File: src/hdl/ipc_pkg.sv
// ----------------------------------------------------------------------------
// ipc_pkg
// Shared types and constants for the address text classifier: scan modes,
// verdict codes, syntax flag masks and the scan state record.
// ----------------------------------------------------------------------------
`default_nettype none

package ipc_pkg;

    // Phase of the scan through the address text.
    typedef enum logic [2:0] {
        MODE_LEAD      = 3'd0,
        MODE_V4        = 3'd1,
        MODE_V6        = 3'd2,
        MODE_V6_CLOSED = 3'd3,
        MODE_V6_PORT   = 3'd4,
        MODE_DONE      = 3'd5
    } t_mode;

    // Verdict codes; V_NONE marks that no early verdict is latched.
    typedef enum logic [2:0] {
        V_IPV4    = 3'd0,
        V_IPV6    = 3'd1,
        V_BAD4    = 3'd2,
        V_BAD6    = 3'd3,
        V_NOTADDR = 3'd4,
        V_EMPTY   = 3'd5,
        V_NONE    = 3'd7
    } t_verdict;

    // Syntax flag masks. Their meaning depends on the scan mode.
    localparam logic [4:0] FL_HEXLETTER = 5'h01;
    localparam logic [4:0] FL_BRACKET   = 5'h02;
    localparam logic [4:0] FL_PORT      = 5'h02;
    localparam logic [4:0] FL_SLASH     = 5'h04;
    localparam logic [4:0] FL_DCOLON    = 5'h08;
    localparam logic [4:0] FL_SLASHDONE = 5'h08;

    // Complete scan state carried from one byte to the next.
    typedef struct packed {
        t_mode      mode;
        logic [4:0] flags;
        logic [2:0] gdc;
        logic [2:0] gc;
        logic [1:0] colon;
        t_verdict   early;
        logic       seen;
    } t_scan_state;

    localparam t_scan_state SCAN_RESET = '{
        mode:  MODE_LEAD,
        flags: 5'd0,
        gdc:   3'd0,
        gc:    3'd0,
        colon: 2'd0,
        early: V_NONE,
        seen:  1'b0
    };

endpackage

`default_nettype wire

File: src/hdl/ipc_step.sv
// ----------------------------------------------------------------------------
// ipc_step
// Combinational scan step: applies one text byte to the scan state and
// gives the verdict that the text would have if this byte were the last.
// ----------------------------------------------------------------------------
`default_nettype none

module ipc_step (
    input  wire logic [7:0]          i_byte,
    input  wire ipc_pkg::t_scan_state i_cur,
    output ipc_pkg::t_scan_state      o_next,
    output ipc_pkg::t_verdict         o_verdict
);

    localparam logic [7:0] CH_NUL   = 8'h00;
    localparam logic [7:0] CH_DOT   = 8'h2E;
    localparam logic [7:0] CH_SLASH = 8'h2F;
    localparam logic [7:0] CH_COLON = 8'h3A;
    localparam logic [7:0] CH_OPEN  = 8'h5B;
    localparam logic [7:0] CH_CLOSE = 8'h5D;

    ipc_pkg::t_scan_state ns;
    logic                 is_dec;
    logic                 is_hex;
    logic                 v6_bad_grp;
    logic [2:0]           gdc_w;
    logic                 dc;

    // Ends the scan with a fixed verdict; later bytes are ignored.
    function automatic ipc_pkg::t_scan_state f_latch(ipc_pkg::t_scan_state s,
                                                     ipc_pkg::t_verdict v);
        ipc_pkg::t_scan_state r;
        r       = s;
        r.mode  = ipc_pkg::MODE_DONE;
        r.early = v;
        return r;
    endfunction

    // Character classes.
    assign is_dec = i_byte inside {[8'h30:8'h39]};
    assign is_hex = i_byte inside {[8'h30:8'h39], [8'h41:8'h46], [8'h61:8'h66]};

    // Next scan state for this byte.
    always_comb begin
        ns    = i_cur;
        gdc_w = i_cur.gdc;
        if (i_byte != CH_NUL) begin
            ns.seen = 1'b1;
            case (i_cur.mode)
                ipc_pkg::MODE_LEAD: begin
                    if (is_hex) begin
                        if (!is_dec) begin
                            ns.flags = i_cur.flags | ipc_pkg::FL_HEXLETTER;
                        end
                        if (i_cur.gdc < 3'd7) begin
                            ns.gdc = 3'(i_cur.gdc + 3'd1);
                        end
                    end else if (i_byte == CH_DOT) begin
                        if ((|(i_cur.flags & ipc_pkg::FL_HEXLETTER)) ||
                            (i_cur.gdc > 3'd3) || (i_cur.gdc == 3'd0)) begin
                            ns = f_latch(ns, ipc_pkg::V_BAD4);
                        end else begin
                            ns.mode  = ipc_pkg::MODE_V4;
                            ns.flags = 5'd0;
                            ns.gc    = 3'(i_cur.gc + 3'd1);
                            ns.gdc   = 3'd0;
                        end
                    end else if (i_byte == CH_COLON) begin
                        if (i_cur.gdc > 3'd4) begin
                            ns = f_latch(ns, ipc_pkg::V_BAD6);
                        end else begin
                            ns.mode  = ipc_pkg::MODE_V6;
                            ns.flags = 5'd0;
                            ns.colon = 2'd1;
                        end
                    end else if (i_byte == CH_OPEN) begin
                        if ((|(i_cur.flags & ipc_pkg::FL_HEXLETTER)) ||
                            (i_cur.gdc != 3'd0)) begin
                            ns = f_latch(ns, ipc_pkg::V_NOTADDR);
                        end else begin
                            ns.mode  = ipc_pkg::MODE_V6;
                            ns.flags = ipc_pkg::FL_BRACKET;
                        end
                    end else begin
                        ns = f_latch(ns, ipc_pkg::V_NOTADDR);
                    end
                end

                ipc_pkg::MODE_V4: begin
                    if (is_dec) begin
                        // Digits count in a group or in the prefix, not in the port.
                        if ((|(i_cur.flags & ipc_pkg::FL_SLASH) &&
                             !(|(i_cur.flags & ipc_pkg::FL_SLASHDONE))) ||
                            (!(|(i_cur.flags & ipc_pkg::FL_SLASH)) &&
                             !(|(i_cur.flags & ipc_pkg::FL_PORT)))) begin
                            if (i_cur.gdc >= 3'd3) begin
                                ns = f_latch(ns, ipc_pkg::V_BAD4);
                            end else begin
                                ns.gdc = 3'(i_cur.gdc + 3'd1);
                            end
                        end
                    end else if (i_byte == CH_DOT) begin
                        if ((|(i_cur.flags & (ipc_pkg::FL_PORT | ipc_pkg::FL_SLASH))) ||
                            (i_cur.gdc == 3'd0) || (i_cur.gc >= 3'd3)) begin
                            ns = f_latch(ns, ipc_pkg::V_BAD4);
                        end else begin
                            ns.gc  = 3'(i_cur.gc + 3'd1);
                            ns.gdc = 3'd0;
                        end
                    end else if (i_byte == CH_COLON) begin
                        if ((i_cur.gc != 3'd3) || (|(i_cur.flags & ipc_pkg::FL_PORT))) begin
                            ns = f_latch(ns, ipc_pkg::V_BAD4);
                        end else if (|(i_cur.flags & ipc_pkg::FL_SLASH)) begin
                            ns.flags = i_cur.flags | ipc_pkg::FL_SLASHDONE | ipc_pkg::FL_PORT;
                        end else if (i_cur.gdc == 3'd0) begin
                            ns = f_latch(ns, ipc_pkg::V_BAD4);
                        end else begin
                            ns.flags = i_cur.flags | ipc_pkg::FL_PORT;
                        end
                    end else if (i_byte == CH_SLASH) begin
                        if ((|(i_cur.flags & ipc_pkg::FL_SLASH)) || (i_cur.gc != 3'd3) ||
                            (i_cur.gdc == 3'd0)) begin
                            ns = f_latch(ns, ipc_pkg::V_BAD4);
                        end else begin
                            ns.flags = i_cur.flags | ipc_pkg::FL_SLASH;
                            ns.gdc   = 3'd0;
                        end
                    end else begin
                        ns = f_latch(ns, ipc_pkg::V_BAD4);
                    end
                end

                ipc_pkg::MODE_V6: begin
                    if ((i_cur.colon == 2'd1) && (i_byte == CH_COLON)) begin
                        // Second colon of a double colon.
                        if (|(i_cur.flags & ipc_pkg::FL_DCOLON)) begin
                            ns = f_latch(ns, ipc_pkg::V_BAD6);
                        end else begin
                            ns.flags = i_cur.flags | ipc_pkg::FL_DCOLON;
                            ns.colon = 2'd2;
                        end
                    end else if ((i_cur.colon != 2'd0) &&
                                 (!is_hex || (i_cur.gc >= 3'd7))) begin
                        ns = f_latch(ns, ipc_pkg::V_BAD6);
                    end else begin
                        // A hex digit after a colon opens a new group.
                        if (i_cur.colon != 2'd0) begin
                            ns.gc    = 3'(i_cur.gc + 3'd1);
                            ns.colon = 2'd0;
                            gdc_w    = 3'd0;
                        end
                        if (is_hex) begin
                            if (gdc_w >= 3'd4) begin
                                ns = f_latch(ns, ipc_pkg::V_BAD6);
                            end else begin
                                ns.gdc = 3'(gdc_w + 3'd1);
                                if ((|(i_cur.flags & ipc_pkg::FL_SLASH)) &&
                                    (!is_dec || (gdc_w >= 3'd3))) begin
                                    ns = f_latch(ns, ipc_pkg::V_BAD6);
                                end
                            end
                        end else if (i_byte == CH_COLON) begin
                            if (|(i_cur.flags & ipc_pkg::FL_SLASH)) begin
                                ns = f_latch(ns, ipc_pkg::V_BAD6);
                            end else begin
                                ns.colon = 2'd1;
                            end
                        end else if (i_byte == CH_SLASH) begin
                            if (|(i_cur.flags & ipc_pkg::FL_SLASH)) begin
                                ns = f_latch(ns, ipc_pkg::V_BAD6);
                            end else begin
                                ns.flags = i_cur.flags | ipc_pkg::FL_SLASH;
                                ns.gdc   = 3'd0;
                            end
                        end else if (i_byte == CH_CLOSE) begin
                            if (!(|(i_cur.flags & ipc_pkg::FL_BRACKET))) begin
                                ns = f_latch(ns, ipc_pkg::V_BAD6);
                            end else begin
                                ns.mode = ipc_pkg::MODE_V6_CLOSED;
                            end
                        end else begin
                            ns = f_latch(ns, ipc_pkg::V_BAD6);
                        end
                    end
                end

                ipc_pkg::MODE_V6_CLOSED: begin
                    if (i_byte == CH_COLON) begin
                        ns.mode = ipc_pkg::MODE_V6_PORT;
                    end else begin
                        ns = f_latch(ns, ipc_pkg::V_BAD6);
                    end
                end

                ipc_pkg::MODE_V6_PORT: begin
                    if (!is_dec) begin
                        ns = f_latch(ns, ipc_pkg::V_BAD6);
                    end
                end

                default: begin
                end
            endcase
        end
    end

    // Group count rule for IPv6: eight groups, or fewer with one double colon.
    assign dc         = |(ns.flags & ipc_pkg::FL_DCOLON);
    assign v6_bad_grp = ((ns.gc < 3'd7) && !dc) || ((ns.gc == 3'd7) && dc);

    // Verdict if the text ends with this byte.
    always_comb begin
        case (ns.mode)
            ipc_pkg::MODE_DONE: begin
                o_verdict = ns.early;
            end
            ipc_pkg::MODE_LEAD: begin
                o_verdict = ns.seen ? ipc_pkg::V_NOTADDR : ipc_pkg::V_EMPTY;
            end
            ipc_pkg::MODE_V4: begin
                if ((ns.gc == 3'd3) &&
                    ((|(ns.flags & (ipc_pkg::FL_PORT | ipc_pkg::FL_SLASH))) ||
                     (ns.gdc != 3'd0))) begin
                    o_verdict = ipc_pkg::V_IPV4;
                end else begin
                    o_verdict = ipc_pkg::V_BAD4;
                end
            end
            ipc_pkg::MODE_V6: begin
                if ((ns.colon != 2'd0) || v6_bad_grp ||
                    (|(ns.flags & ipc_pkg::FL_BRACKET))) begin
                    o_verdict = ipc_pkg::V_BAD6;
                end else begin
                    o_verdict = ipc_pkg::V_IPV6;
                end
            end
            default: begin
                o_verdict = v6_bad_grp ? ipc_pkg::V_BAD6 : ipc_pkg::V_IPV6;
            end
        endcase
    end

    assign o_next = ns;

endmodule

`default_nettype wire

File: src/hdl/ip_address_text_classifier.sv
// ----------------------------------------------------------------------------
// ip_address_text_classifier
// Classifies an address text streamed one byte per transaction as IPv4,
// IPv6, malformed IPv4 or IPv6, not an address, or empty.
// ----------------------------------------------------------------------------
// Usage:
// The input channel carries one text byte and a last marker per transaction.
// NUL bytes are skipped. A verdict transaction leaves on the output channel
// only for a byte marked last; other bytes produce nothing.
// Each accepted byte is held in an input register and applied to the scan
// state when it leaves that register, when the verdict for a last byte is loaded
// into the output register: o_out_valid is registered behind both the input and
// the output register. One byte is taken per cycle, sustained, unless a last byte
// is held back by a stalled receiver; the scan state update lies between the registers.
// When the receiver stalls, a pending verdict stays in the output register;
// bytes that are not last keep flowing, and a last byte waits in the input
// register, which then stalls the sender until the verdict is taken.
// After each verdict the scan state returns to its reset value.
// A synchronous active-low reset clears the valid flags of both registers and
// the scan state; no transaction is lost after reset.
// ----------------------------------------------------------------------------
`default_nettype none

module ip_address_text_classifier (
    input  wire logic       i_clk,
    input  wire logic       i_rst_n,
    input  wire logic       i_in_valid,
    output logic            o_in_stall,
    input  wire logic [7:0] i_text_byte,
    input  wire logic       i_is_last,
    output logic            o_out_valid,
    input  wire logic       i_out_stall,
    output logic [2:0]      o_verdict
);

    logic                 r_in_valid;
    logic [7:0]           r_byte;
    logic                 r_last;
    logic                 r_out_valid;
    logic [2:0]           r_verdict;
    ipc_pkg::t_scan_state r_state;
    ipc_pkg::t_scan_state n_state;
    ipc_pkg::t_verdict    n_verdict;
    logic                 adv;
    logic                 in_take;

    // Scan step between the input register and the state/result registers.
    ipc_step u_step (
        .i_byte    (r_byte),
        .i_cur     (r_state),
        .o_next    (n_state),
        .o_verdict (n_verdict)
    );

    // A held byte moves on unless it needs the output register and that is blocked.
    assign adv        = r_in_valid && !(r_last && r_out_valid && i_out_stall);
    assign o_in_stall = r_in_valid && !adv;
    assign in_take    = i_in_valid && !o_in_stall;

    // Input register.
    always_ff @(posedge i_clk) begin
        if (!i_rst_n) begin
            r_in_valid <= 1'b0;
        end else if (in_take) begin
            r_in_valid <= 1'b1;
        end else if (adv) begin
            r_in_valid <= 1'b0;
        end
    end

    always_ff @(posedge i_clk) begin
        if (in_take) begin
            r_byte <= i_text_byte;
            r_last <= i_is_last;
        end
    end

    // Scan state; cleared after every verdict.
    always_ff @(posedge i_clk) begin
        if (!i_rst_n) begin
            r_state <= ipc_pkg::SCAN_RESET;
        end else if (adv) begin
            r_state <= r_last ? ipc_pkg::SCAN_RESET : n_state;
        end
    end

    // Output register.
    always_ff @(posedge i_clk) begin
        if (!i_rst_n) begin
            r_out_valid <= 1'b0;
        end else if (adv && r_last) begin
            r_out_valid <= 1'b1;
        end else if (!i_out_stall) begin
            r_out_valid <= 1'b0;
        end
    end

    always_ff @(posedge i_clk) begin
        if (adv && r_last) begin
            r_verdict <= n_verdict;
        end
    end

    assign o_out_valid = r_out_valid;
    assign o_verdict   = r_verdict;

`ifndef SYNTH
    // The scan state is back at reset after a last byte is applied.
    a_reset_after_last: assert property (@(posedge i_clk) disable iff (!i_rst_n)
        adv && r_last |=> r_state == ipc_pkg::SCAN_RESET)
        else $error("scan state not cleared after verdict");

    // A finished scan always carries a latched verdict.
    a_done_has_verdict: assert property (@(posedge i_clk) disable iff (!i_rst_n)
        r_state.mode == ipc_pkg::MODE_DONE |-> r_state.early != ipc_pkg::V_NONE)
        else $error("scan finished without a verdict");

    // IPv4 counters stay within their group limits.
    a_v4_counts: assert property (@(posedge i_clk) disable iff (!i_rst_n)
        r_state.mode == ipc_pkg::MODE_V4 |-> (r_state.gc <= 3'd3) && (r_state.gdc <= 3'd3))
        else $error("IPv4 counter out of range");

    // A byte that is not last never blocks the input channel.
    a_no_stall_mid: assert property (@(posedge i_clk) disable iff (!i_rst_n)
        r_in_valid && !r_last |-> !o_in_stall)
        else $error("input stalled on a byte that is not last");

    // A new verdict appears only after a last byte was applied.
    a_out_from_last: assert property (@(posedge i_clk) disable iff (!i_rst_n)
        !r_out_valid ##1 r_out_valid |-> $past(adv && r_last))
        else $error("verdict without a last byte");
`endif

endmodule

`default_nettype wire
File: config.mk
export PLATFORM = sky130hd
export DESIGN_NAME = ip_address_text_classifier
export DESIGN_NICKNAME = d
export VERILOG_FILES = /design/src/hdl/ipc_pkg.sv /design/src/hdl/ipc_step.sv /design/src/hdl/ip_address_text_classifier.sv
export SDC_FILE = /design/constraint.sdc
export NUM_CORES = 1
export LEC_CHECK = 0
export BUFFER_PORTS_ARGS = -buffer_cell sky130_fd_sc_hd__clkbuf_2
export CORE_UTILIZATION = 35
export CTS_CLUSTER_DIAMETER = 120
export DETAILED_ROUTE_END_ITERATION = 6
export PLACE_DENSITY = 0.59
export SLEW_MARGIN = 40
export SYNTH_ARGS = -nofsm -noshare
export SYNTH_HDL_FRONTEND = slang
export SYNTH_SLANG_ARGS = --single-unit
File: constraint.sdc
create_clock -name i_clk -period 4.5 [get_ports i_clk]
set_input_delay 0.675 -clock i_clk [delete_from_list [all_inputs] [get_ports i_clk]]
set_output_delay 0.675 -clock i_clk [all_outputs]
set_load 0.1 [all_outputs]
==> results of run 1 <==
metal layers:
metal,share of wire,up-vias,GRT usage
met5,0,-,0
met4,0.044,0,0.1070
met3,0.073,38,0.04660
met2,0.45,194,0.3750
met1,0.44,1562,0.3101
li1,-,1508,-
per-stage QoR:
step / cell area (µm²) / hold WS [ns] / cells / setup WS (ns) / utilization
2_1_floorplan: 3073 / 0.4530 / 393 / 1.126 / -
3_3_place_gp: 3194 / 0.4690 / 492 / 0.7836 / 0.3830
3_5_place_dp: 3194 / 0.4816 / 492 / 0.7941 / 0.3830
6_report: 3277 / 0.4981 / 500 / 0.6996 / 0.3929
5_1_grt: 3277 / 0.5327 / 500 / 0.4563 / 0.3929
4_1_cts: 3274 / 0.4985 / 500 / 0.7626 / 0.3926
worst reg2reg max path: cells and delay by family, from the launching register on:
family	cells	cell delay [ns]
buffers and inverters	1	0.14
AOI/OAI and AO/OA	4	1.60
adders and majority gates	1	0.25
DFF	1	0.48
and+or+nand+nor	4	1.05
flip-flops by register name, summed over array words and instances (netlist names):
name         count
r_state         19
r_in_valid       1
o_verdict        3
r_byte           8
r_last           1
o_out_valid      1
power by group through the flow:
stage / clock network (mW) / logic [mW] / registers [mW]
finish: 0.225 / 0.155 / 0.341
global route: 0.241 / 0.168 / 0.343
CTS: 0.230 / 0.152 / 0.341
detailed placement: 0 / 0.151 / 0.348
global placement: 0 / 0.152 / 0.347
floorplan: 0 / 0.112 / 0.349
path summary, 6_finish.rpt:
path / end / slack (ns)
setup / recovery: o_verdict[0] / 0.70
hold / removal: o_out_valid / 0.50
setup reg to reg: o_verdict[0] / 0.70
hold reg to reg: o_out_valid / 0.50
logic make-up after synthesis:
logic type	Yosys count	synth area share
and+or+nand+nor	169	0.3058
AOI/OAI and AO/OA	138	0.3347
buffers and inverters	39	0.05415
DFF	33	0.2541
adders and majority gates	8	0.03257
xor gates and xnor gates	3	0.008552
muxes	3	0.01018
cell type report:
cell class / instances / area [µm²]
repair buffers: 20 / 107.6
well taps: 105 / 131.4
clock inverters: 1 / 3.754
multi-input cells: 321 / 2128
inverters: 13 / 48.80
fillers: 867 / 5064
flip-flops and latches: 33 / 780.7
clock buffers: 7 / 76.32
layout by cell type, fill, tap and decap left out, drive strengths merged, types with 8 or more instances in the layout:
cell,instances
nand2,40
nor2,32
o21ai,24
clkbuf,24
dfxtp,21
a21oi,20
nor2b,13
inv,12
edfxtp,12
a31oi,12
nor3,11
nor4,11
nand3,10
and2,10
o211ai,10
a22oi,10
o21a,9
ha,8
==> impl_results.md, run 1 <==
* Status: completed
* Power, Total at 0.7218 mW
* Final hold vios at 0
* Die area at 9158 µm²
* Largest net degree at the start of global routing at 22
* Ys Warns at 0
* Most frequent cell after synthesis: nand2_1
* Final setup vio count at 0
* Wire per inst at 20.51 µm
* Worst-path fanout max at 8
* Sw frac at 0.3270
* FP Rows at 33
* Final #Nets at 415
* Initial antenna violation count at 0
* Top post-synthesis cells by count: nand2_1, nor2_1, dfxtp_1
* Placer Congestion at 1.010
* Net Switching at 0.2360 mW
* Remaining routing DRC violations at 0
* CTS resizes at 0
* Grt ovf at 0
* Starting Density at 0.3684
* DR vias/cell at 6.604
* Setup_tns at 0 ns
* Worst Tran Pin Value at 0.8551 ns
* PortBufs at 17
* Fmax at 0.2631 GHz
* Worst Setup SP: r_state[9]
* I/O pin cnt at 18
* CP Depth at 10
* Slowest CP cell: a2111oi_1
* Die Span X at 95.70 µm
* Hold/Removal Path Class: register to register
* Vias at 3,302
* Ant diodes at 0
* Share of cells above drive strength 1 at 0.1139
* Share of total power in the clock network at 0.312
* Maxcap violations at 0
* Int Pwr at 0.4858 mW
* Post-synthesis sequential area ratio at 0.2541
* Worst reg2reg path depth at 10
* Synthesis-to-layout area growth at 6.637%
* Min-delay src: o_out_valid
* Core Region at 8341 µm²
* FF-to-FF Start: r_state[9]
* Gr usage total at 0.2367
* Setup Buffers After CTS at 0
* Max-slew violation count at 0
* Delay of the slowest critical-path stage at 0.66 ns
* Setup Crit Path Kind: register to register
* Max VDD drop at 0.0001107 V
* Worst-case clock buffer depth at 2
* TritonCTS clock tree: done
* DR iter-0 viols at 376
* CTS root buffer: clkbuf_8
* Clk slew on worst S/H paths at 0.07 ns
* Detailed Route WL at 10.25 mm
* Hold buffer count at CTS at 0
* H-tree levels at 2
* Setup Skew at 0.005640 ns
* Post-layout minimum cycle time at 3.800 ns
* Fin crit share at 0.8445
* TritonRoute pass-1 iters at 5
* Synth top area cells: dfxtp_1, edfxtp_1, nand2_1
* Post-Syn Instances at 393
* Post-synth top area share at 0.1368
* Combinational power share at 0.215
* Cell leakage power at 1.101 nW
* Post-synth EDFFs at 12
* PD cells at 220.3 nW/µm²
* Yosys top cell by area: dfxtp_1
* Vias in the first global route at 3,080
* Worst-skew pair later-pin latency at 0.29 ns
* Required time worst endpoint at 4.53 ns
* DRT antenna net count at 0
* Worst rel slew slack at 0.4227
* Critical Path AT at 3.83 ns
* Num CTS Buffers at 5
* HPWL after detailed placement at 7.745 mm
* Critical-path cell list: inv_1, ha_1, nand4bb_1, a2111oi_1, o21bai_1, nand4_1, o2bb2ai_1, a31oi_1, nor3_1, or4_1
* Primary FF master, synth: dfxtp_1
* Hold depth at 2
* Netlist cell types at 79
* Ys async rst share at 0
* Worst Path Buf+Inv at 1
* Syn Std Cell Area at 3073 µm²
* Crit start category: register
* Crit end category: register
* Critical path's top delay family: compound AO/OA/AOI/OAI gates
* Synthesized flop and latch total at 33
* Global-route wire length before repair at 16.50 mm
* Sequential share of power at 0.473
* DIE HEIGHT at 95.70 µm
* RSZ-0062 raised after global routing: no
* Num Clock Sinks at 33
* Mapped Nets at 414
* Syn avg cell area at 7.819 µm²
(Power assumes the default switching activity.)
==> inputs of run 2 (changes only) <==
==> constraint.sdc (replaced) <==
create_clock -name i_clk -period 3.9 [get_ports i_clk]
set_input_delay 0.585 -clock i_clk [delete_from_list [all_inputs] [get_ports i_clk]]
set_output_delay 0.585 -clock i_clk [all_outputs]
set_load 0.1 [all_outputs]
==> impl_results.md, run 2 (synthesis results as in run 1) <==
* Status: completed
* Wire per inst at 20.30 µm (-1.0%)
* Final design utilization at 0.4032 (+0.01035)
* Worst-path fanout max at 11 (+3)
* Clk slew on worst S/H paths at 0.07 ns (about the same)
* Setup_tns at 0 ns (unchanged)
* Required time worst endpoint at 3.93 ns (-0.60 ns)
* FF-to-FF setup slack at 0.32 ns (-0.38 ns)
* Largest Register: r_state
* Share of total power in the clock network at 0.302 (-0.010)
* Worst-case clock buffer depth at 2 (unchanged)
* Most frequent cells in the layout: nand2_1, nor2_1, dfxtp_1
* Die Span X at 95.70 µm (unchanged)
* Vias at 3,248 (-1.6%)
* DRT antenna net count at 0 (unchanged)
* Max reg flops at 19 (unchanged)
* Gr usage total at 0.2432 (+0.006460)
* Net Switching at 0.2680 mW (+14%)
* Ant diodes at 0 (unchanged)
* Worst Tran Pin Value at 0.6754 ns (-0.1796 ns)
* Multi-input logic area at 2131 µm² (+0.12%)
* Final setup vio count at 0 (unchanged)
* Placer Congestion at 0.9770 (-3.3%)
* Fin crit share at 0.9183 (+0.07379)
* Vias in the first global route at 3,028 (-1.7%)
* Final #Nets at 426 (+2.7%)
* TritonCTS clock tree: done
* PD cells at 248.3 nW/µm² (+13%)
* I/O pin cnt at 18 (unchanged)
* Worst-skew pair later-pin latency at 0.29 ns (about the same)
* Global-route wire length before repair at 16.50 mm (unchanged)
* Hold/Removal Path Class: primary input to register
* DIE HEIGHT at 95.70 µm (unchanged)
* Int Pwr at 0.5671 mW (+17%)
* Largest net degree at the start of global routing at 22 (unchanged)
* Remaining routing DRC violations at 0 (unchanged)
* Worst rel slew slack at 0.5481 (+0.1253)
* Sequential share of power at 0.468 (-0.005)
* Sw frac at 0.3209 (-0.006083)
* CTS resizes at 0 (unchanged)
* DR vias/cell at 6.356 (-3.8%)
* Fill cell count at 860 (-0.81%)
* Post-layout minimum cycle time at 3.581 ns (-0.2189 ns)
* Maxcap violations at 0 (unchanged)
* DR iter-0 viols at 383 (+1.9%)
* Cell leakage power at 1.157 nW (+5.1%)
* Hold buffer count at CTS at 0 (unchanged)
* Post-route design area at 3363 µm² (+2.6%)
* Max-slew violation count at 0 (unchanged)
* Num Clock Sinks at 33 (unchanged)
* Crit end category: register
* TritonRoute pass-1 iters at 5 (unchanged)
* Setup Crit Path Kind: register to register
* Initial antenna violation count at 0 (unchanged)
* Grt ovf at 0 (unchanged)
* Area of placed instances at 3277 µm² (+2.6%)
* Commonest non-fill, non-tap cell in the layout: nand2_1
* Critical Path AT at 3.61 ns (-0.22 ns)
* Power, Total at 0.8351 mW (+16%)
* HPWL after detailed placement at 8.068 mm (+4.2%)
* H-tree levels at 2 (unchanged)
* PortBufs at 17 (unchanged)
* Final hold vios at 0 (unchanged)
* Num CTS Buffers at 5 (unchanged)
* Max VDD drop at 0.0001222 V (+10%)
* Setup Skew at 0.01034 ns (+0.004700 ns)
* FP Rows at 33 (unchanged)
* Storage cell area at 780.7 µm² (unchanged)
* Combinational power share at 0.229 (+0.014)
* RSZ-0062 raised after global routing: no
* Fmax at 0.2792 GHz (+6.1%)
* Die area at 9158 µm² (unchanged)
* Setup Buffers After CTS at 0 (unchanged)
* Synthesis-to-layout area growth at 9.446%
* Detailed Route WL at 10.38 mm (+1.2%)
* Starting Density at 0.3684 (unchanged)
* Core Region at 8341 µm² (unchanged)
* Crit start category: register
* CTS root buffer: clkbuf_8
* Share of cells above drive strength 1 at 0.1429 (+0.02893)
-- run 2: cell count changes in the layout (fill, tap and decap cells not counted), sizes merged --
cell / delta
buf: +11
-- run 2: final timing paths --
kind,cells past startpoint,startpoint,to
setup reg to reg,9,r_byte[7],o_verdict[0]
hold / removal,1,i_is_last,r_last
hold reg to reg,2,o_out_valid,o_out_valid
setup / recovery,9,r_byte[7],o_verdict[0]
-- run 2: per-layer routing --
| layer | GRT usage | share of wire |
|---|---|---|
| met2 | 0.3905 | 0.45 |
| met4 | 0.08955 | 0.029 |
| met5 | 0 | 0 |
| met3 | 0.04818 | 0.073 |
| met1 | 0.3221 | 0.44 |
-- run 2: power by group through the flow --
| stage | sequential, mW | combinational, mW | clock, mW |
|---|---|---|---|
| 2_1_floorplan | 0.402 | 0.129 | 0 |
| 3_3_place_gp | 0.398 | 0.188 | 0 |
| 3_5_place_dp | 0.399 | 0.186 | 0 |
| 4_1_cts | 0.391 | 0.187 | 0.260 |
| 5_1_grt | 0.393 | 0.206 | 0.280 |
| 6_report | 0.391 | 0.192 | 0.253 |
-- run 2: through the flow --
stage	setup WS (ns)	instances	hold slack (ns)
3_5_place_dp	0.3939	503	0.4804
3_3_place_gp	0.4040	503	0.4658
2_1_floorplan	0.5261	393	0.4530
5_1_grt	0.1255	511	0.4598
6_report	0.3186	511	0.4732
4_1_cts	0.3753	511	0.4709
-- run 2: layout make-up --
type,instances,area share
inverters,13,0.01451
clock buffers,7,0.02269
multi-input cells,321,0.6336
well taps,105,0.03906
flip-flops and latches,33,0.2321
clock inverters,1,0.001488
repair buffers,31,0.05655
-- run 2: worst max-delay path, cell delays in order (launching register included) --
cell       delay, ns
edfxtp_1        0.55
nand4bb_1       0.40
o21ai_0         0.26
nand3_1         0.44
a31oi_2         0.32
o221ai_2        0.16
a2111oi_4       0.45
nor2_2          0.11
and3_1          0.17
or4_1           0.46
==> inputs of run 3 (changes only) <==
--- a/config.mk
+++ b/config.mk
@@ -5,7 +5,7 @@
 export SDC_FILE = /design/constraint.sdc
 export NUM_CORES = 1
 export LEC_CHECK = 0
-export BUFFER_PORTS_ARGS = -buffer_cell sky130_fd_sc_hd__clkbuf_2
+export BUFFER_PORTS_ARGS = -buffer_cell sky130_fd_sc_hd__buf_2
 export CORE_UTILIZATION = 35
 export CTS_CLUSTER_DIAMETER = 120
 export DETAILED_ROUTE_END_ITERATION = 6
==> impl_results.md, run 3 (synthesis results as in run 1) <==
* Status: completed
* DR vias/cell at 6.509 (+2.4%)
* Max-slew violation count at 0 (unchanged)
* TritonRoute pass-1 iters at 6 (+1)
* Met2 usage at 0.3667 (-0.02381)
* Final setup margin at 0.1702 ns (-0.1484 ns)
* DIE HEIGHT at 95.70 µm (unchanged)
* CTS root buffer: clkbuf_8
* Die area at 9158 µm² (unchanged)
* Largest net degree at the start of global routing at 22 (unchanged)
* Initial antenna violation count at 0 (unchanged)
* Hold depth at 1 (unchanged)
* Final Instance Count excl. Fillers at 507 (-0.78%)
* Detailed Route WL at 10.12 mm (-2.5%)
* Hold buffer count at CTS at 0 (unchanged)
* Setup_tns at 0 ns (unchanged)
* Global-route wire length before repair at 16.24 mm (-1.6%)
* Sequential share of power at 0.436 (-0.032)
* Commonest non-fill, non-tap cell in the layout: nand2_1
* Min-delay src: i_is_last
* Share of total power in the clock network at 0.359 (+0.057)
* Hold WS at 0.4584 ns (-0.01475 ns)
* Cell leakage power at 1.149 nW (-0.71%)
* Core Region at 8341 µm² (unchanged)
* Dpl ws at 0.2650 ns (-0.1289 ns)
* Vias at 3,300 (+1.6%)
* H-tree levels at 2 (unchanged)
* Ant diodes at 0 (unchanged)
* Crit end category: register
* Hold Path Sink: r_last
* Required time worst endpoint at 3.93 ns (about the same)
* DR iter-0 viols at 362 (-5.5%)
* Net Switching at 0.2668 mW (-0.44%)
* FF-to-FF setup slack at 0.17 ns (-0.15 ns)
* Worst-skew pair later-pin latency at 0.30 ns (about the same)
* Sw frac at 0.2977 (-0.02321)
* Int Pwr at 0.6294 mW (+11%)
* Maxcap violations at 0 (unchanged)
* CTS resizes at 0 (unchanged)
* I/O pin cnt at 18 (unchanged)
* Setup Buffers After CTS at 0 (unchanged)
* Combinational power share at 0.204 (-0.025)
* Max reg flops at 19 (unchanged)
* Crit start category: register
* Max VDD drop at 0.0001819 V (+49%)
* Post-layout minimum cycle time at 3.730 ns (+0.1484 ns)
* FP Rows at 33 (unchanged)
* Final #Nets at 422 (-0.94%)
* Worst R2R End: o_verdict[1]
* Num Clock Sinks at 33 (unchanged)
* Clk slew on worst S/H paths at 0.07 ns (about the same)
* DRT antenna net count at 0 (unchanged)
* Largest Register: r_state
* FF-to-FF Start: r_byte[3]
* Grt ovf at 0 (unchanged)
* Final hold vios at 0 (unchanged)
* Synthesis-to-layout area growth at 9.324%
* Most frequent cells in the layout: nand2_1, nor2_1, dfxtp_1
* Critical Path AT at 3.76 ns (+0.15 ns)
* RSZ-0062 raised after global routing: no
* Gr usage total at 0.2364 (-0.006745)
* Worst-case clock buffer depth at 2 (unchanged)
* Worst Setup SP: r_byte[3]
* Setup Skew at 0.01021 ns (-0.0001285 ns)
* Wire per inst at 19.96 µm (-1.7%)
* Layer with the highest usage: met2
* Remaining routing DRC violations at 0 (unchanged)
* Final design utilization at 0.4028 (-0.0004500)
* HPWL after detailed placement at 7.802 mm (-3.3%)
* Vias in the first global route at 2,977 (-1.7%)
* Die Span X at 95.70 µm (unchanged)
* Fmax at 0.2681 GHz (-4.0%)
* Worst-path fanout max at 12 (+1)
* Fin crit share at 0.9564 (+0.03805)
* Final setup vio count at 0 (unchanged)
* Inst Count DP at 499 (-0.80%)
* Worst reg2reg path depth at 10 (+1)
* Setup Crit Path Kind: register to register
* Hold/Removal Path Class: primary input to register
* Starting Density at 0.3684 (unchanged)
* Worst rel slew slack at 0.3826 (-0.1655)
* Met1 Use GR at 0.3269 (+0.004840)
* Placer Congestion at 0.9340 (-4.4%)
* TritonCTS clock tree: done
* Fraction of met3 tracks used by global routing at 0.03476 (-0.01343)
* Worst Tran Pin Value at 0.9145 ns (+0.2391 ns)
* PD cells at 266.8 nW/µm² (+7.4%)
* Share of cells above drive strength 1 at 0.1368 (-0.006041)
* PortBufs at 17 (unchanged)
* Num CTS Buffers at 5 (unchanged)
==> run 3: cell count changes in the layout (fill, tap and decap cells not counted) <==
cell / previous run / this run
buf_2: 0 / 17
buf_4: 14 / 10
bufinv_16: 0 / 1
clkbuf_1: 2 / 1
clkbuf_2: 17 / 0
==> run 3: cell type report <==
type	count	area [µm²]
clock buffers	6	72.57
clock inverters	2	35.03
fillers	880	4981
inverters	13	48.80
multi-input cells	321	2131
flip-flops and latches	33	780.7
well taps	105	131.4
repair buffers	27	160.2
==> run 3: layer usage <==
metal / part of all wire / vias up
met5: 0 / -
met4: 0.034 / 0
met3: 0.077 / 28
met2: 0.45 / 175
met1: 0.44 / 1569
li1: - / 1528
==> run 3: worst max-delay path, stage by stage (launching register included) <==
cell and delay (ns):
edfxtp_1 0.58, nor4_4 0.48, a21oi_1 0.25, o211ai_1 0.25, and3_1 0.39, a31oi_1 0.06
o311ai_0 0.77, nor4_1 0.12, buf_4 0.19, o311ai_1 0.24, o211ai_1 0.14
==> run 3: stage by stage <==
step                      cell area (µm²)  total power [mW]
after floorplan                      3073            0.5316
after detailed placement             3249            0.5787
after global placement               3247            0.5784
after CTS                            3357            0.9047
final                                3359            0.8962
after global routing                 3359            0.9367
==> run 3: power by group through the flow <==
stage                     Sequential (mW)  Combinational, mW  Clock (mW)
after floorplan                     0.402              0.129           0
after global placement              0.398              0.181           0
after detailed placement            0.399              0.180           0
after CTS                           0.391              0.181       0.333
after global routing                0.393              0.199       0.345
final                               0.391              0.183       0.322
==> run 3: worst max path at each step <==
stage / to / depth (start not counted)
floorplan: r_byte[0] / 3
global placement: o_verdict[1] / 10
detailed placement: o_verdict[1] / 10
CTS: o_verdict[1] / 10
global route: o_verdict[1] / 10
finish: o_verdict[1] / 10
